### src/ccfe_pkg.sv
// shared constants, command codes and entry/result types of the connection cache
package ccfe_pkg;

  localparam int DEPTH     = 16;
  localparam int KEY_W     = 48;
  localparam int HANDLE_W  = 16;
  localparam int STAMP_W   = 32;
  localparam int CMD_W     = 2;
  localparam int ACT_W     = 5;

  localparam int IDX_W     = (DEPTH > 1) ? $clog2(DEPTH) : 1;
  localparam int CNT_W     = $clog2(DEPTH + 1);
  localparam int ACT_RESET = (DEPTH < 16) ? DEPTH : 16;
  localparam int ACT_MAX   = (DEPTH < 31) ? DEPTH : 31;

  localparam int IN_FIELD_W  = KEY_W + HANDLE_W;
  localparam int IN_DATA_W   = ((IN_FIELD_W + 7) / 8) * 8;
  localparam int OUT_FIELD_W = 3 + 2 * HANDLE_W;
  localparam int OUT_DATA_W  = ((OUT_FIELD_W + 7) / 8) * 8;

  typedef enum logic [CMD_W-1:0] {
    CMD_FIND   = 2'd0,
    CMD_ADD    = 2'd1,
    CMD_REMOVE = 2'd2,
    CMD_CLEAR  = 2'd3
  } cmd_t;

  typedef struct packed {
    logic [KEY_W-1:0]    key;
    logic [HANDLE_W-1:0] handle;
    logic [STAMP_W-1:0]  stamp;
  } entry_t;

  // low bits match the tdata layout of the result channel
  typedef struct packed {
    logic                last;
    logic                full;
    logic [HANDLE_W-1:0] rel_handle;
    logic                rel_valid;
    logic [HANDLE_W-1:0] found_handle;
    logic                hit;
  } res_t;

endpackage

### src/connection_cache_fifo_evict.sv
// connection cache: fully associative key to handle table with oldest-first eviction
// find and remove scan the active slots, then pick, fetch and output the lowest
//   match (find) or every match in turn (remove); add writes a free slot directly,
//   or first scans for the oldest stamp; clear releases every valid active slot
// throughput: one request at a time, bounded by the table memory scan
// reset (synchronous): all slots invalid, insertion counter zero, active_entries 16;
//   key/handle/stamp memory is not cleared, find and remove ignore invalid slots
module connection_cache_fifo_evict (
  input  logic                             clk,
  input  logic                             rst_n,
  // in_tdata: key, handle
  input  logic [ccfe_pkg::IN_DATA_W-1:0]   in_tdata,
  // in_tuser: command
  input  logic [ccfe_pkg::CMD_W-1:0]       in_tuser,
  input  logic                             in_tvalid,
  output logic                             in_tready,
  // out_tdata: hit, found_handle, released_valid, released_handle, full_res, zero pad
  output logic [ccfe_pkg::OUT_DATA_W-1:0]  out_tdata,
  output logic                             out_tlast,
  output logic                             out_tvalid,
  input  logic                             out_tready,
  input  logic [ccfe_pkg::ACT_W-1:0]       cfg_data,
  input  logic                             cfg_valid,
  output logic                             cfg_ready
);
  import ccfe_pkg::*;

  typedef enum logic [5:0] {
    S_IDLE  = 6'b000001,
    S_SCAN  = 6'b000010,
    S_PICK  = 6'b000100,
    S_FETCH = 6'b001000,
    S_WRITE = 6'b010000,
    S_OUT   = 6'b100000
  } state_t;

  function automatic logic [IDX_W-1:0] low_idx(input logic [DEPTH-1:0] m);
    logic [IDX_W-1:0] idx;
    idx = '0;
    for (int i = DEPTH - 1; i >= 0; i--) begin
      if (m[i]) idx = IDX_W'(i);
    end
    return idx;
  endfunction

  state_t               state_r, state_nxt;
  cmd_t                 cmd_r, cmd_nxt;
  logic [KEY_W-1:0]     key_r, key_nxt;
  logic [HANDLE_W-1:0]  handle_r, handle_nxt;
  logic [ACT_W-1:0]     active_r, active_nxt;
  logic [STAMP_W-1:0]   ins_cnt_r, ins_cnt_nxt;
  logic [DEPTH-1:0]     valid_r, valid_nxt;
  logic [DEPTH-1:0]     mask_r, mask_nxt;
  logic [CNT_W-1:0]     rd_cnt_r, rd_cnt_nxt;
  logic                 chk_vld_r, chk_vld_nxt;
  logic [IDX_W-1:0]     chk_idx_r, chk_idx_nxt;
  logic [STAMP_W-1:0]   min_stamp_r, min_stamp_nxt;
  logic [IDX_W-1:0]     min_idx_r, min_idx_nxt;
  logic [HANDLE_W-1:0]  min_handle_r, min_handle_nxt;
  logic [IDX_W-1:0]     slot_r, slot_nxt;
  logic                 rel_v_r, rel_v_nxt;
  logic [IDX_W-1:0]     pick_r, pick_nxt;
  res_t                 res_r, res_nxt;
  res_t                 out_res_r, out_res_nxt;
  logic                 out_valid_r, out_valid_nxt;

  entry_t               mem [DEPTH];
  entry_t               rd_data_r;
  logic [IDX_W-1:0]     rd_addr;
  logic                 mem_we;
  entry_t               wr_data;

  logic [CNT_W-1:0]     n_cnt;
  logic [DEPTH-1:0]     act_mask;
  logic [DEPTH-1:0]     free_mask;
  logic                 full_now;
  logic                 issue;
  logic [DEPTH-1:0]     pick_bit;
  logic [DEPTH-1:0]     vset;
  logic                 out_free;

  assign n_cnt = CNT_W'(active_r);

  always_comb begin
    for (int i = 0; i < DEPTH; i++) begin
      act_mask[i] = CNT_W'(i) < n_cnt;
    end
  end

  assign free_mask = ~valid_r & act_mask;
  assign full_now  = (valid_r & act_mask) == act_mask;
  assign issue     = rd_cnt_r < n_cnt;
  assign pick_bit  = DEPTH'(1) << pick_r;
  assign vset      = valid_r | (DEPTH'(1) << slot_r);
  assign out_free  = !out_valid_r || out_tready;

  assign in_tready  = state_r == S_IDLE;
  assign cfg_ready  = 1'b1;
  assign out_tvalid = out_valid_r;
  assign out_tlast  = out_res_r.last;
  assign out_tdata  = OUT_DATA_W'(out_res_r[OUT_FIELD_W-1:0]);

  // table memory, one read and one write port, registered read
  always_ff @(posedge clk) begin
    if (mem_we) begin
      mem[slot_r] <= wr_data;
    end
    rd_data_r <= mem[rd_addr];
  end

  assign wr_data.key    = key_r;
  assign wr_data.handle = handle_r;
  assign wr_data.stamp  = ins_cnt_r;

  always_comb begin
    state_nxt      = state_r;
    cmd_nxt        = cmd_r;
    key_nxt        = key_r;
    handle_nxt     = handle_r;
    active_nxt     = active_r;
    ins_cnt_nxt    = ins_cnt_r;
    valid_nxt      = valid_r;
    mask_nxt       = mask_r;
    rd_cnt_nxt     = rd_cnt_r;
    chk_vld_nxt    = 1'b0;
    chk_idx_nxt    = chk_idx_r;
    min_stamp_nxt  = min_stamp_r;
    min_idx_nxt    = min_idx_r;
    min_handle_nxt = min_handle_r;
    slot_nxt       = slot_r;
    rel_v_nxt      = rel_v_r;
    pick_nxt       = pick_r;
    res_nxt        = res_r;
    out_res_nxt    = out_res_r;
    out_valid_nxt  = out_valid_r && !out_tready;
    rd_addr        = rd_cnt_r[IDX_W-1:0];
    mem_we         = 1'b0;

    // shrinking writes are dropped, oversized ones saturate
    if (cfg_valid && cfg_data >= active_r) begin
      active_nxt = (cfg_data > ACT_W'(ACT_MAX)) ? ACT_W'(ACT_MAX) : cfg_data;
    end

    unique case (state_r)
      S_IDLE: begin
        if (in_tvalid) begin
          cmd_nxt    = cmd_t'(in_tuser);
          key_nxt    = in_tdata[KEY_W-1:0];
          handle_nxt = in_tdata[IN_FIELD_W-1:KEY_W];
          rd_cnt_nxt = '0;
          mask_nxt   = '0;
          unique case (cmd_t'(in_tuser))
            CMD_ADD: begin
              if (ins_cnt_r != '1) ins_cnt_nxt = ins_cnt_r + 1'b1;
              if (free_mask != '0) begin
                slot_nxt  = low_idx(free_mask);
                rel_v_nxt = 1'b0;
                state_nxt = S_WRITE;
              end else begin
                state_nxt = S_SCAN;
              end
            end
            CMD_CLEAR: begin
              mask_nxt  = valid_r & act_mask;
              state_nxt = S_PICK;
            end
            default: state_nxt = S_SCAN;
          endcase
        end
      end

      S_SCAN: begin
        chk_vld_nxt = issue;
        chk_idx_nxt = rd_cnt_r[IDX_W-1:0];
        rd_cnt_nxt  = rd_cnt_r + CNT_W'(issue);
        if (chk_vld_r) begin
          if (cmd_r == CMD_ADD) begin
            // strict compare keeps the lowest index among equal stamps
            if (chk_idx_r == '0 || rd_data_r.stamp < min_stamp_r) begin
              min_stamp_nxt  = rd_data_r.stamp;
              min_idx_nxt    = chk_idx_r;
              min_handle_nxt = rd_data_r.handle;
            end
          end else begin
            mask_nxt[chk_idx_r] = valid_r[chk_idx_r] && (rd_data_r.key == key_r);
          end
        end
        if (!issue && !chk_vld_r) begin
          if (cmd_r == CMD_ADD) begin
            slot_nxt  = min_idx_r;
            rel_v_nxt = 1'b1;
            state_nxt = S_WRITE;
          end else begin
            state_nxt = S_PICK;
          end
        end
      end

      S_PICK: begin
        if (mask_r == '0) begin
          res_nxt      = '0;
          res_nxt.full = full_now;
          res_nxt.last = 1'b1;
          state_nxt    = S_OUT;
        end else begin
          pick_nxt  = low_idx(mask_r);
          rd_addr   = low_idx(mask_r);
          state_nxt = S_FETCH;
        end
      end

      S_FETCH: begin
        res_nxt = '0;
        if (cmd_r == CMD_FIND) begin
          res_nxt.hit          = 1'b1;
          res_nxt.found_handle = rd_data_r.handle;
          res_nxt.full         = full_now;
          res_nxt.last         = 1'b1;
        end else begin
          // a release always leaves an active slot free
          res_nxt.rel_valid  = 1'b1;
          res_nxt.rel_handle = rd_data_r.handle;
          res_nxt.last       = (mask_r & ~pick_bit) == '0;
          mask_nxt           = mask_r & ~pick_bit;
          valid_nxt          = valid_r & ~pick_bit;
        end
        state_nxt = S_OUT;
      end

      S_WRITE: begin
        mem_we             = 1'b1;
        valid_nxt          = vset;
        res_nxt            = '0;
        res_nxt.rel_valid  = rel_v_r;
        res_nxt.rel_handle = rel_v_r ? min_handle_r : '0;
        res_nxt.full       = (vset & act_mask) == act_mask;
        res_nxt.last       = 1'b1;
        state_nxt          = S_OUT;
      end

      S_OUT: begin
        if (out_free) begin
          out_res_nxt   = res_r;
          out_valid_nxt = 1'b1;
          state_nxt     = res_r.last ? S_IDLE : S_PICK;
        end
      end

      default: state_nxt = S_IDLE;
    endcase
  end

  always_ff @(posedge clk) begin
    if (!rst_n) begin
      state_r     <= S_IDLE;
      active_r    <= ACT_W'(ACT_RESET);
      ins_cnt_r   <= '0;
      valid_r     <= '0;
      chk_vld_r   <= 1'b0;
      out_valid_r <= 1'b0;
    end else begin
      state_r     <= state_nxt;
      active_r    <= active_nxt;
      ins_cnt_r   <= ins_cnt_nxt;
      valid_r     <= valid_nxt;
      chk_vld_r   <= chk_vld_nxt;
      out_valid_r <= out_valid_nxt;
    end
  end

  always_ff @(posedge clk) begin
    cmd_r        <= cmd_nxt;
    key_r        <= key_nxt;
    handle_r     <= handle_nxt;
    mask_r       <= mask_nxt;
    rd_cnt_r     <= rd_cnt_nxt;
    chk_idx_r    <= chk_idx_nxt;
    min_stamp_r  <= min_stamp_nxt;
    min_idx_r    <= min_idx_nxt;
    min_handle_r <= min_handle_nxt;
    slot_r       <= slot_nxt;
    rel_v_r      <= rel_v_nxt;
    pick_r       <= pick_nxt;
    res_r        <= res_nxt;
    out_res_r    <= out_res_nxt;
  end

endmodule

### config.mk
export PLATFORM = sky130hd
export DESIGN_NAME = connection_cache_fifo_evict
export DESIGN_NICKNAME = d
export VERILOG_FILES = /design/src/ccfe_pkg.sv /design/src/connection_cache_fifo_evict.sv
export SDC_FILE = /design/constraint.sdc
export NUM_CORES = 2
export LEC_CHECK = 0
export ABC_CLOCK_PERIOD_IN_PS = 8610
export BUFFER_PORTS_ARGS = -buffer_cell sky130_fd_sc_hd__buf_2
export CAP_MARGIN = 0
export CORE_MARGIN = 2
export CORE_UTILIZATION = 48
export DETAILED_ROUTE_END_ITERATION = 8
export SETUP_SLACK_MARGIN = 0.15
export SLEW_MARGIN = 20
export SYNTH_ARGS = -nofsm -noshare
export SYNTH_HDL_FRONTEND = slang
export SYNTH_SLANG_ARGS = --single-unit
### constraint.sdc
create_clock -name clk -period 8.61 [get_ports clk]
set_input_delay 0 -clock clk [delete_from_list [all_inputs] [get_ports clk]]
set_output_delay 0 -clock clk [all_outputs]
set_load 0.01 [all_outputs]
## Word-level counts from Yosys, hierarchy flattened

Memories as Yosys holds them, arrays and structs flattened. A register that Yosys moved wholly into a read port is not among the register bits.
Index checks and enable logic that the tools add are counted.

| cells by class | value |
|---|---|
| multiplexer cells | 83 |
| magnitude comparators | 22 |
| bitwise logic cells | 9 |
| eq/ne operators | 23 |
| add/subtract/negate cells | 2 |
| reduce and logical (&&, ||, !) cells | 33 |
| shifts and indexed selects | 2 |

Operators with widths:

| kind | number |
|---|---|
| 4-bit 2-to-1 mux | 39 |
| 16-bit 2-to-1 mux | 7 |
| 36-bit case mux with 3 select lines | 1 |
| 16-bit AND | 5 |
| 48-bit == test | 1 |
| 16-bit case mux with 3 select lines | 1 |
| 4-bit by 5-bit < comparator with 1-bit output, first input constant | 8 |
| 36-bit 2-to-1 mux | 1 |
| 17-bit 2-to-1 mux | 2 |
| 32-bit by 1-bit adder with 32-bit output, second input constant | 1 |
| 16-bit == test | 2 |
| 16-bit zero test | 2 |
| 32-bit < comparator | 1 |
| 32-bit inequality test, second input constant | 1 |
| 16-bit inverter | 2 |
| 16-bit case mux with 2 select lines | 1 |
| 1-bit by 4-bit left shift with 16-bit output, first input constant | 2 |
| 6-bit case mux with 5 select lines | 1 |
| 6-bit 2-to-1 mux | 4 |
| 3-bit by 5-bit < comparator with 1-bit output, first input constant | 4 |
| 5-bit 2-to-1 mux | 4 |
| 16-bit bitwise mux | 1 |
| 2-bit inequality test, second input constant | 8 |
| 16-bit bitwise OR | 1 |
| other kinds (40) | 74 |

| word-level totals | value |
|---|---|
| register bits after elaboration | 285 |
| logic and storage cells | 205 |
| memories kept | 1 |
| input bits | 76 |
| memory bits (writable) | 1536 |

Memories:

| memory | depth | width | rd ports | clocked after memory_dff | write ports | line | RTL |
|---|---|---|---|---|---|---|---|
| mem | 16 | 96 | 1 | 1 | 1 | connection_cache_fifo_evict.sv:67 | `entry_t mem [DEPTH];` |

## Logic depth before layout (Yosys ltp)

| depth | value |
|---|---|
| word-level depth | 22 |
| gate-level depth with buffers | 12 |

## Worst setup path after synthesis

Ideal clock, no wire load.

| path | value |
|---|---|
| kind | reg2reg |
| start point | register state_r[2] |
| end point | register valid_r[12] |
| cell stages (with the launch flop) | 8 |
| library setup time | 0.087 ns |
| slack | 2.664 ns |
| arrival | 5.859 ns |
| period minus slack after synthesis | 5.946 ns |
| buffers on the path | 1 |
| cells stage by stage | dfxtp_1 -> clkbuf_1 -> nor4_1 -> nand2_1 -> or3_1 -> nor2_1 -> o21ai_0 -> a21oi_1 |

| on the way | value |
|---|---|
| word-level cells in the longest chain between the ends | 3 |
| elaborated cells between the ends (all ways) | 6 |

Ends and longest elaborated chain:

| what | line | RTL |
|---|---|---|
| from (decl) | connection_cache_fifo_evict.sv:46 | `state_t state_r, state_nxt;` |
| from (signal assigned) | connection_cache_fifo_evict.sv:262 | `state_r <= state_nxt;` |
| 6-bit by 4-bit == test with 1-bit output or 6-bit by 5-bit == test with 1-bit output (tied branches) | connection_cache_fifo_evict.sv:144 | `unique case (state_r)` |
| 2-bit inequality test (no source line) or 2-bit nonzero test (tied branches) | n/a |  |
| 2-bit AND reduction (no source line) | n/a |  |
| to (signal assigned) | connection_cache_fifo_evict.sv:265 | `valid_r <= valid_nxt;` |
| to (decl) | connection_cache_fifo_evict.sv:52 | `logic [DEPTH-1:0] valid_r, valid_nxt;` |

Parallel ways exist; a longest one is shown, timed or not.
A chain may end at the register's enable or synchronous reset.

## Worst setup path after layout

| path | value |
|---|---|
| start point | register state_r[5] |
| end point | register, netlist name rd_data_r[10] |

| on the way | value |
|---|---|
| word-level cells in the longest chain between the ends | 2 |

Ends and longest elaborated chain:

| what | line |
|---|---|
| 6-bit by 3-bit == test with 1-bit output | connection_cache_fifo_evict.sv:144 |
| 4-bit 2-to-1 mux | connection_cache_fifo_evict.sv:144 |

Every way passes these cells.

==> flow_metrics.env <==
export IMPL_ys_seq_elements=1917
export IMPL_grt_max_degree=135
export IMPL_drv_cap=0
export IMPL_reg2reg_from="state_r[5]"
export IMPL_htreeDepth=4
export IMPL_cp_required_ns=9.29
export IMPL_endpoint_kind="register"
export IMPL_endpoint="rd_data_r[10]"
export IMPL_synth_edff_count=1760
export IMPL_grt_pass1_wl_mm=255
export IMPL_drt_first_pass_iters=8
export IMPL_routed_wl_mm=174
export IMPL_fin_ws_ns=3.96
export IMPL_die_width_um=394
export IMPL_skew_ns=0.0352
export IMPL_crit_type="reg -> reg"
export IMPL_first_global_vias=38200
export IMPL_numClockSinks=1917
export IMPL_drive_gt1_frac=0.104
export IMPL_ioPinCount=120
export IMPL_rr_endpoint="rd_data_r[10]"
export IMPL_netlist_area_mm2=0.0730
export IMPL_peakVddDrop_mv=0.316
export IMPL_numCtsBuffers=190
export IMPL_worstSetupPathDepth=8
export IMPL_ys_async_sr_fraction=0
export IMPL_dp_cells=6191
export IMPL_placed_area_mm2=0.0760
export IMPL_cts_tree="done"
export IMPL_fin_setup_tns_ns=0
export IMPL_rows=143
export IMPL_final_hold_violation_count=0
export IMPL_instances_no_fill=6698
export IMPL_dp_hpwl_mm=85.6
export IMPL_post_route_util=0.552
export IMPL_drc=0
export IMPL_tightest_slew_ns=1.16
export IMPL_rrSetupSlack_ns=3.96
export IMPL_die_h_um=394
export IMPL_gp_congestion=0.855
export IMPL_yosysWarnings=0
export IMPL_grt_use_total=0.221
export IMPL_rsz0062_at_grt="no"
export IMPL_slew_headroom=0.221
export IMPL_cellLeakagePower_nw=28.5
export IMPL_start_util=0.482
export IMPL_startpoint="state_r[5]"
export IMPL_path_cells="nor2_1, nand4b_1, nor2_2, mux2i_1, nand2_4, buf_4, o22ai_1, or4_1"
export IMPL_dieArea_mm2=0.155
export IMPL_post_route_period_util=0.539
export IMPL_core_mm2=0.152
export IMPL_finish_instance_area_mm2=0.0836
export IMPL_cts_root_buf="clkbuf_16"
export IMPL_cp_num_buf_inv=1
export IMPL_holdWs_ns=0.0540
export IMPL_status="complete, no violations"
export IMPL_syn_inst=4204
export IMPL_clockBufferDepth=3
export IMPL_overflow=0
export IMPL_cts_hold_buf=149
export IMPL_yosysUniqueCellTypes=67
export IMPL_num_vias=38800
export IMPL_critPathLaunchType="register"
export IMPL_finalSetupViolations=0
export IMPL_total_power_mw=23.2
export IMPL_final_max_slew_viol_count=0
export IMPL_nets=4621
export IMPL_post_place_ws_ns=3.94
export IMPL_fmax_ghz=0.215
export IMPL_syn_mean_instance_area_um2=17.4
export IMPL_ys_flop_type="edfxtp_1"
export IMPL_clk_pin_slew_ns=0.06
export IMPL_reg2regPathDepth=8
export IMPL_slowest_delay_ns=0.86
export IMPL_crit_arrival_ns=5.32
export IMPL_num_fill_cells=11800
export IMPL_viasPerCell=5.79
export IMPL_cp_max_fo=51
export IMPL_clock_latency_ns=0.82
export IMPL_ant_nets=0
export IMPL_syn_to_final_growth_pct=14.5
export IMPL_crit_slowest_cell="buf_4"
export IMPL_avgRoutedWirePerCell_um=25.9
export IMPL_path_delay_family="simple AND/OR/NAND/NOR gates"
export IMPL_min_period_ns=4.65
export IMPL_cts_repair_resized=0
export IMPL_power_density_mw_per_mm2=278
export IMPL_antenna_found_initial=3
export IMPL_cts_setup_buffers=0
export IMPL_io_buffers=113
export IMPL_drt_iter0_drc=3550
export IMPL_yosysSeqAreaShare=0.767
export IMPL_hold_path_class="in -> reg"
sequential cells by signal (all words and copies together), names as in the netlist, 2 cells and up:
signal and flops:
mem 1536, rd_data_r 96, key_r 48, res_r 36
out_tdata 35, ins_cnt_r 32, min_stamp_r 32, handle_r 16
mask_r 16, min_handle_r 16, valid_r 16, state_r 6
active_r 5, rd_cnt_r 5, chk_idx_r 4, min_idx_r 4
pick_r 4, slot_r 4, cmd_r 2
power by group:
part / internal (mW) / switching, mW / total [mW]
Clock: 4.66 / 3.43 / 8.09
Sequential: 10.9 / 0.657 / 11.6
Combinational: 1.45 / 2.12 / 3.58
Total: 17.0 / 6.21 / 23.2
metal layers:
metal	routed length, µm	global-route usage	vias up
met2	85200	0.368	1130
met5	13	0	-
met3	9180	0.0288	243
met1	75700	0.308	20000
met4	3660	0.0584	2
li1	-	-	17400
cells by family after synthesis:
logic type / synth area share
xor gates and xnor gates: 0.00816
muxes: 0.111
AOI/OAI and AO/OA: 0.0528
other: 0.000103
and+or+nand+nor: 0.0379
adders and majority gates: 0.00737
DFF: 0.767
buffers and inverters: 0.0160
final cells by class:
class | instances | area [µm²] | share of cell area
Antenna cell | 1 | 2.50 | 0.0000299
Multi-Input combinational cell | 2024 | 16100 | 0.193
Timing Repair Buffer | 313 | 2620 | 0.0313
Sequential cell | 1917 | 56000 | 0.670
Clock buffer | 269 | 5270 | 0.0630
Inverter | 56 | 210 | 0.00251
Tap cell | 2030 | 2540 | 0.0304
Clock inverter | 88 | 861 | 0.0103
worst min-delay path by stage:
stage	from	endpoint	slack, ns	cells past startpoint
floorplan	in_tuser[0]	cmd_r[0]	0.1	0
CTS	in_tdata[30]	key_r[30]	0.007	2
global placement	in_tdata[51]	handle_r[3]	0.18	1
finish	in_tdata[30]	key_r[30]	0.05	2
global route	in_tdata[30]	key_r[30]	0.03	2
detailed placement	in_tdata[15]	key_r[15]	0.18	1
placed cells by master, fill, tap and decap left out, types with 37 or more instances in the layout:
cell,instances
a21oi_1,61
buf_2,113
buf_4,37
clkbuf_1,63
clkbuf_16,195
dfxtp_1,157
dlygate4sd3_1,149
edfxtp_1,1760
ha_1,43
inv_1,54
mux2i_1,791
nand2_1,55
nor2_1,103
o21ai_0,60
o22ai_1,399
or4_1,97
xnor2_1,57
cells in the mapped netlist, types with 12 or more instances:
| cell type | number | area (µm²) |
|---|---|---|
| nand2_1 | 63 | 236 |
| a22o_1 | 18 | 158 |
| buf_2 | 79 | 395 |
| and2_1 | 21 | 131 |
| a21oi_1 | 61 | 305 |
| nand4_1 | 29 | 181 |
| o221ai_1 | 17 | 149 |
| clkbuf_1 | 107 | 402 |
| nor3_1 | 29 | 145 |
| xnor2_1 | 57 | 499 |
| a21o_1 | 12 | 90.1 |
| dfxtp_1 | 157 | 3140 |
| or4_1 | 97 | 728 |
| o21ai_0 | 60 | 300 |
| mux2i_1 | 791 | 7920 |
| nor4_1 | 12 | 75.1 |
| or3_1 | 16 | 100 |
| inv_1 | 55 | 206 |
| nand3_1 | 25 | 125 |
| edfxtp_1 | 1760 | 52900 |
| o22ai_1 | 399 | 2500 |
| nor2b_1 | 16 | 100 |
| nor2_1 | 119 | 447 |
| nand2b_1 | 20 | 125 |
| ha_1 | 43 | 538 |
(Power assumes the default switching activity.)
